==> src/hdl/astq_pkg.sv <==
// ----------------------------------------------------------------------------
// astq_pkg
// Shared types, widths and codes for the affinity-sorted type queue block.
// ----------------------------------------------------------------------------
`default_nettype none
package astq_pkg;

   localparam int MaxTypesDef   = 16;
   localparam int QueueDepthDef = 64;

   localparam int KeyW    = 16;
   localparam int HandleW = 16;
   localparam int TimeW   = 24;
   localparam int RatioW  = 32;
   localparam int RankW   = 4;

   // status codes
   localparam logic [2:0] StPushed    = 3'd0;
   localparam logic [2:0] StPopped    = 3'd1;
   localparam logic [2:0] StEmpty     = 3'd2;
   localparam logic [2:0] StTableFull = 3'd3;
   localparam logic [2:0] StQueueFull = 3'd4;

   localparam logic ReqPush = 1'b0;
   localparam logic ReqPop  = 1'b1;

   localparam logic [1:0] KindCpu = 2'd0;
   localparam logic [1:0] KindGpu = 2'd1;

   // command broadcast from the sequencer to every cell
   typedef struct packed {
      logic             shift_en;   // cells above ins_pos take neighbour
      logic             write_en;   // cell at ins_pos takes the new entry
      logic [6:0]       ins_pos;
      logic [KeyW-1:0]  key;
      logic [RatioW-1:0] ratio;
   } cell_cmd_type;

endpackage : astq_pkg
`default_nettype wire

==> src/hdl/astq_rank_cell.sv <==
// ----------------------------------------------------------------------------
// astq_rank_cell
// One rank of the sorted type table: key, ratio and owned FIFO slot.
// ----------------------------------------------------------------------------
`default_nettype none
module astq_rank_cell
   import astq_pkg::*;
#(
   parameter int SlotW = 4
)(
   input  wire                clock,
   input  wire [6:0]          my_pos,
   input  cell_cmd_type       cmd,
   input  wire [SlotW-1:0]    new_slot,
   input  wire [KeyW-1:0]     prev_key,
   input  wire [RatioW-1:0]   prev_ratio,
   input  wire [SlotW-1:0]    prev_slot,
   output logic [KeyW-1:0]    key,
   output logic [RatioW-1:0]  ratio,
   output logic [SlotW-1:0]   slot
);
   logic [KeyW-1:0]   key_ff, key_in;
   logic [RatioW-1:0] ratio_ff, ratio_in;
   logic [SlotW-1:0]  slot_ff, slot_in;

   always_comb begin
      key_in   = key_ff;
      ratio_in = ratio_ff;
      slot_in  = slot_ff;
      if (cmd.write_en && my_pos == cmd.ins_pos) begin
         key_in   = cmd.key;
         ratio_in = cmd.ratio;
         slot_in  = new_slot;
      end else if (cmd.shift_en && my_pos > cmd.ins_pos) begin
         // entries above the insertion point move up by one rank
         key_in   = prev_key;
         ratio_in = prev_ratio;
         slot_in  = prev_slot;
      end
   end

   always_ff @(posedge clock) begin
      key_ff   <= key_in;
      ratio_ff <= ratio_in;
      slot_ff  <= slot_in;
   end

   assign key   = key_ff;
   assign ratio = ratio_ff;
   assign slot  = slot_ff;

endmodule : astq_rank_cell
`default_nettype wire

==> config.mk <==
export PLATFORM = sky130hd
export DESIGN_NAME = astq_rank_cell
export DESIGN_NICKNAME = d
export VERILOG_FILES = /design/src/hdl/astq_pkg.sv /design/src/hdl/astq_rank_cell.sv
export SDC_FILE = /design/constraint.sdc
export NUM_CORES = 1
export LEC_CHECK = 0
export ABC_AREA = 1
export BUFFER_PORTS_ARGS = -buffer_cell sky130_fd_sc_hd__buf_2
export CAP_MARGIN = 20
export CORE_MARGIN = 5
export CORE_UTILIZATION = 38
export DETAILED_ROUTE_END_ITERATION = 10
export MAX_ROUTING_LAYER = met4
export PLACE_DENSITY = 0.77
export SLEW_MARGIN = 20
export SYNTH_ARGS = -nofsm -noshare
export SYNTH_HDL_FRONTEND = slang
export SYNTH_SLANG_ARGS = --single-unit
==> constraint.sdc <==
create_clock -name clock -period 3 [get_ports clock]
set_clock_uncertainty 0.15 [all_clocks]
set_input_delay 0.45 -clock clock [delete_from_list [all_inputs] [get_ports clock]]
set_output_delay 0.45 -clock clock [all_outputs]
set_load 0.05 [all_outputs]
Word level (Yosys, flattened, before mapping)
Cells that the tools add are included.

storage, ports and cells
  input port bits = 121
  flip-flop bits (word level) = 52

operators by class
  multiplexer cells = 6
  equality and inequality tests = 1
  reductions and logical operators = 3
  magnitude comparators = 1

operator list
  operator           count
  $mux 32            2
  $mux 16            2
  $mux 4             2
  $eq 7x7->1         1
  $gt 7x7->1         1
  $logic_and 1x1->1  2
  $reduce_bool 2->1  1

Longest topological paths before layout
Gate-level depths: netlist of the first run.

  depth after elaboration = 4
  gate-level depth with buffers = 9
  mapped depth without buffers = 9

Worst setup path before layout of the first run
Ideal clock, no wire load.

  path kind = input to register
  start point = input port cmd[54] in the netlist's numbering
  end point = register key_ff[0], in the netlist key[0] (enable)
  slack = 0.031 ns
  stages = 7
  data required time = 2.439 ns
  data arrival time = 2.408 ns
  cell sequence = inv_1 ha_1 nand2_2 nor2_4 nand3_4 clkbuf_1 nand2_1

between the ends
  cells in the longest elaborated chain, start to end = 3
  elaborated cells between the ends (all ways) = 5
  those cells by class = 1 x order compare; 1 x eq/ne; 3 x reduce/logical

ends and longest elaborated chain
  element                                          line                                        text
  start: declaration                               astq_rank_cell.sv:13                        input cell_cmd_type cmd,
  $gt 7x7->1 / $eq 7x7->1 (equally long branches)  astq_rank_cell.sv:34, astq_rank_cell.sv:30
  $logic_and 1x1->1, on equally long branches      astq_rank_cell.sv:34, astq_rank_cell.sv:30
  $reduce_bool 2->1 (no source line) *             --
  end signal: assignment                           astq_rank_cell.sv:43                        key_ff <= key_in;
  end: declaration                                 astq_rank_cell.sv:22                        logic [KeyW-1:0] key_ff, key_in;

Every way passes the cells marked *; elsewhere a longest branch is shown, timed or not.
A chain may end at the register's enable or synchronous reset.

Worst setup path after layout of the first run
  start point = input port my_pos[2]
  end point = register ratio_ff[23], in the netlist ratio[23] (enable)

between the ends
  cells in the longest elaborated chain, start to end = 3
  elaborated cells between the ends (all ways) = 5
  those cells by class = 1 x order compare; 1 x eq/ne; 3 x reduce/logical

ends and longest elaborated chain
  element                                          line                                        text
  start: declaration                               astq_rank_cell.sv:12                        input wire [6:0] my_pos,
  $gt 7x7->1 / $eq 7x7->1 (equally long branches)  astq_rank_cell.sv:34, astq_rank_cell.sv:30
  $logic_and 1x1->1, on equally long branches      astq_rank_cell.sv:34, astq_rank_cell.sv:30
  $reduce_bool 2->1 (no source line) *             --
  end signal: assignment                           astq_rank_cell.sv:44                        ratio_ff <= ratio_in;
  end: declaration                                 astq_rank_cell.sv:23                        logic [RatioW-1:0] ratio_ff, ratio_in;

Marks and branches as above.

==> results of run 1 <==
[where the power goes]
part / total (mW) / switching [mW] / internal [mW]
Clock: 0.377 / 0.215 / 0.162
Sequential: 0.907 / 0.0177 / 0.889
Combinational: 0.534 / 0.392 / 0.142
Total: 1.82 / 0.624 / 1.19
[kinds of logic after synthesis]
| logic type | share of synthesized area (%) |
|---|---|
| compound gates | 11.3 |
| fa+ha+maj | 3.44 |
| buf+inv | 12.9 |
| flops | 61.3 |
| simple gates | 11.1 |
[worst max-delay path, delay by kind of cell]
kind            cells  cell delay, ns
buf+inv             2            0.41
fa+ha+maj           1            0.32
simple gates        4            0.32
compound gates      1            0.17
[flip-flops by register name (all words and copies together), names as in the netlist]
register / cells
key: 16
ratio: 32
slot: 4
[cell type report]
class / instances / area [um2] / area share [%]
clock buffer: 6 / 72.6 / 2.05
clock inverter: 2 / 11.3 / 0.319
inverter: 64 / 240 / 6.80
multi-input combinational: 130 / 662 / 18.7
sequential: 52 / 1560 / 44.2
tap: 77 / 96.3 / 2.73
timing repair buffer: 176 / 891 / 25.2
[layer usage]
layer	wire length, um	track usage (%)	part of all wire (%)	vias up
met4	61	4.46	0.99	0
met5	0	-	0	-
li1	-	-	-	1159
met2	3240	27.1	52	99
met3	585	4.26	9.5	6
met1	2290	16.0	37	928
[cell usage in the layout (no fill, tap or decap), drive strengths merged, types with 2 or more instances in the layout]
master,count
buf,176
ha,7
nand3,2
a21oi,2
clkbuf,6
edfxtp,52
inv,64
o21ai,52
nor2,2
nand2,64
[final timing paths]
check | start | endpoint | slack [ns] | depth (start not counted)
max | my_pos[2] | ratio[23] | 1.16 | 8
min | prev_key[15] | key[15] | 0.28 | 3
[through the flow]
step | area, um2 | hold slack, ns
5_1_grt | 3530 | 0.274
3_3_place_gp | 3450 | 0.580
4_1_cts | 3530 | 0.264
2_1_floorplan | 2550 | 0.492
6_report | 3530 | 0.280
3_5_place_dp | 3450 | 0.585
==> results_dict.tcl, run 1 <==
set metrics [dict create \
    dp_slack_ns 0.824 \
    total_power_mw 1.82 \
    dp.cells 499 \
    rows 29 \
    htree_levels 2 \
    drive_gt1_share_pct 44.2 \
    synth_top_area_share_pct 61.3 \
    drv_slew 0 \
    worst_setup_path_end_kind "register" \
    async_flop_share_pct 0 \
    ctsResizeCount 0 \
    synth.net_count 385 \
    worst_slack_ns 1.16 \
    synth_seq_cells 52 \
    diodes 0 \
    antenna_found_initial 0 \
    pin_count 173 \
    crit_type "input pin to register" \
    crit_required_ns 2.82 \
    grt_pass1_wl_um 9880 \
    syn_inst 257 \
    post_cts_buffers 0 \
    place_congestion 0.760 \
    ys_seq_area_share_pct 61.3 \
    drc 0 \
    synth_edf_count 52 \
    path_clk_slew_ns 0.09 \
    syn_to_final_growth_pct 38.7 \
    ys_top_cells_by_count "64 x inv_1, 63 x nand2_1, 52 x edfxtp_1" \
    yosys_most_used_dff "edfxtp_1" \
    yosys_warnings 0 \
    worst_pin_slew_ns 0.533 \
    cpMostUsedCell "nand2_1" \
    netlist_area_um2 2550 \
    ys_types 16 \
    maxCapViolations 0 \
    start_util_pct 39.7 \
    fmaxAchievable_ghz 0.543 \
    postCtsHoldBufs 0 \
    gr-total-overflow 0 \
    nets 557 \
    slowest_delay_ns 0.32 \
    clk_path_buf_depth 2 \
    place_hpwl_um 5130 \
    port_buffers 172 \
    antenna_left 0 \
    drtIter0Drc 78 \
    finalHoldViolCount 0 \
    slowest_stage "ha_1" \
    startpoint_type "input pin" \
    synth_area_leaders "edfxtp_1 61%, o21ai_1 9.6%, inv_1 9.4%" \
    setup_viol_count_final 0 \
    routed_wl_um 6180 \
    fillers 605 \
    die-area_um2 8440 \
    cts_root_buf "clkbuf_8" \
    wl_per_cell_um 12.2 \
    path_cells "buf_2 > ha_1 > nand2_1 > nor2_2 > a21boi_0 > nand2_1 > nand2_2 > buf_4" \
    yosys.area.top_type "edfxtp_1" \
    period_share_pct 61.4 \
    tritoncts "done" \
    grt_max_degree 59 \
    grt_usage_pct 15.0 \
    fin_crit_ns 1.84 \
    fin_cells 507 \
    p_per_area_nw_per_um2 514 \
    status "completed" \
    crit_fanout 27 \
    peakVddDrop_mv 0.280 \
    vias 2192 \
    fin_util_pct 55.0 \
    tns_ns 0 \
    synth.avg_cell_area_um2 9.92 \
    cts_sinks 52 \
    vias_per_cell 4.32 \
    hp-class "input pin to register" \
    relSlewSlack_pct 64.5 \
    worstPathArrival_ns 1.66 \
    die_x_um 91.9 \
    grt_pass1_vias 2252 \
    numCtsBuffers 5 \
    rsz0062_at_grt "false" \
    die_y_um 91.9 \
    dr.pass1.iters 7 \
    yosys.cell_count.top_type "inv_1" \
    core-area_um2 6420 \
    leakagePower_nw 1.93 \
]
No activity file was read; power rests on OpenSTA's default activity.
==> run 2, diff against run 1 <==
==> constraint.sdc (replaced) <==
create_clock -name clock -period 1.6 [get_ports clock]
set_clock_uncertainty 0.15 [all_clocks]
set_input_delay 0.24 -clock clock [delete_from_list [all_inputs] [get_ports clock]]
set_output_delay 0.24 -clock clock [all_outputs]
set_load 0.05 [all_outputs]
==> results_dict.tcl, run 2 (same netlist as run 1, synthesis figures left out) <==
set metrics [dict create \
    syn_to_final_growth_pct 50.7 \
    grt_max_degree 59 \
    critPathBufInv 3 \
    total_power_mw 3.68 \
    vias_per_cell 4.39 \
    finalHoldViolCount 0 \
    dr.pass1.iters 4 \
    final_common_cell "buf_2" \
    die_x_um 91.9 \
    worst_pin_slew_ns 0.278 \
    dp_slack_ns -0.293 \
    postLayoutCellArea_um2 3840 \
    startpoint_type "input pin" \
    whs_ns 0.0652 \
    antenna_found_initial 0 \
    peakVddDrop_mv 0.416 \
    mostFrequentLayoutCells "171 x buf_2, 59 x nand2_1, 57 x inv_1" \
    placed_area_um2 3650 \
    rows 29 \
    start_util_pct 39.7 \
    grt_pass1_vias 2165 \
    relSlewSlack_pct 81.6 \
    vias 2253 \
    crit_start "cmd[52]" \
    crit_type "input pin to register" \
    grt_pass1_wl_um 10200 \
    tns_ns 0 \
    gr-total-overflow 0 \
    routed_wl_um 6700 \
    postCtsHoldBufs 0 \
    port_buffers 172 \
    seqPwrFrac_pct 46.3 \
    slowest_stage "ha_4" \
    period_share_pct 92.9 \
    worst_slack_ns 0.114 \
    drtIter0Drc 79 \
    pin_count 173 \
    crit_required_ns 1.47 \
    place_hpwl_um 5350 \
    drv_slew 0 \
    die_y_um 91.9 \
    dp.cells 501 \
    wl_per_cell_um 13.1 \
    p_sw_mw 1.20 \
    rsz0062_at_grt "false" \
    fin_cells 513 \
    pwr-share-comb_pct 30.4 \
    leakagePower_nw 2.03 \
    pwr-share-clk_pct 23.3 \
    fin_crit_ns 1.49 \
    nets 563 \
    cpMostUsedCell "nand2_1" \
    cts_sinks 52 \
    numCtsBuffers 5 \
    cts_root_buf "clkbuf_8" \
    die-area_um2 8440 \
    largest_reg_flops 32 \
    min_from "prev_key[15]" \
    tritoncts "done" \
    crit_fanout 8 \
    core-area_um2 6420 \
    maxCapViolations 0 \
    fmaxAchievable_ghz 0.673 \
    setup_viol_count_final 0 \
    antenna_left 0 \
    place_congestion 0.795 \
    status "completed" \
    diodes 0 \
    hp-class "input pin to register" \
    path_cells "buf_4 > inv_12 > ha_4 > nand2_4 > nor2_4 > nand2_1 > nand2_1 > nand2_2 > nand2_8 > clkbuf_16" \
    p_per_area_nw_per_um2 957 \
    htree_levels 2 \
    fillers 544 \
    drive_gt1_share_pct 48.9 \
    worst_setup_path_end_kind "register" \
    clk_path_buf_depth 2 \
    drc 0 \
    fin_util_pct 59.8 \
    grt_usage_pct 15.6 \
    post_cts_buffers 0 \
    slowest_delay_ns 0.26 \
    intPower_mw 2.47 \
    worstPathArrival_ns 1.36 \
    crit_family "simple AND/OR/NAND/NOR gates" \
    path_clk_slew_ns 0.09 \
    sw_frac_of_total_pct 32.7 \
]
run 2: changes by cell type in the layout (fill, tap and decap cells not counted), sizes merged:
cell / before / now
bufinv: 0 / 1
clkinvlp: 1 / 0
buf: 176 / 180
clkbuf: 6 / 8
run 2: power by group through the flow:
stage | combinational (mW) | clock (mW) | sequential, mW
after global placement | 1.08 | 0 | 1.73
after CTS | 1.09 | 0.882 | 1.70
final | 1.12 | 0.858 | 1.70
after detailed placement | 1.09 | 0 | 1.74
after floorplan | 0.214 | 0 | 2.25
after global routing | 1.18 | 0.935 | 1.72
run 2: area by class of cell:
| type | instances | area [um2] | area share (%) |
|---|---|---|---|
| Clock buffer | 6 | 72.6 | 1.89 |
| Timing Repair Buffer | 182 | 1030 | 26.8 |
| Clock inverter | 2 | 35.0 | 0.912 |
| Tap cell | 77 | 96.3 | 2.51 |
| Sequential cell | 52 | 1560 | 40.7 |
| Multi-Input combinational cell | 130 | 778 | 20.3 |
| Inverter | 64 | 265 | 6.91 |
run 2: final timing paths:
kind / to / depth (start not counted) / slack [ns]
min: key[15] / 3 / 0.07
max: key[6] / 10 / 0.11
run 2: per-layer routing:
metal  vias to the layer above  global-route usage [%]  wire [um]
met4                         0                    5.69        108
met5                         -                       -          0
met3                         9                    4.66        654
met1                       954                    18.2       2760
met2                       116                    25.5       3170
li1                       1174                       -          -
run 2: tightest hold or removal path, stage by stage:
cell     delay (ns)
buf_2          0.07
nand2_1        0.05
o21ai_2        0.05
run 2: timing repair:
| action | in CTS | in global routing |
|---|---|---|
| gates resized for setup | 0 | 3 |
| endpoints found under the setup margin | 0 | 54 |
| hold endpoints to repair | 0 | 0 |
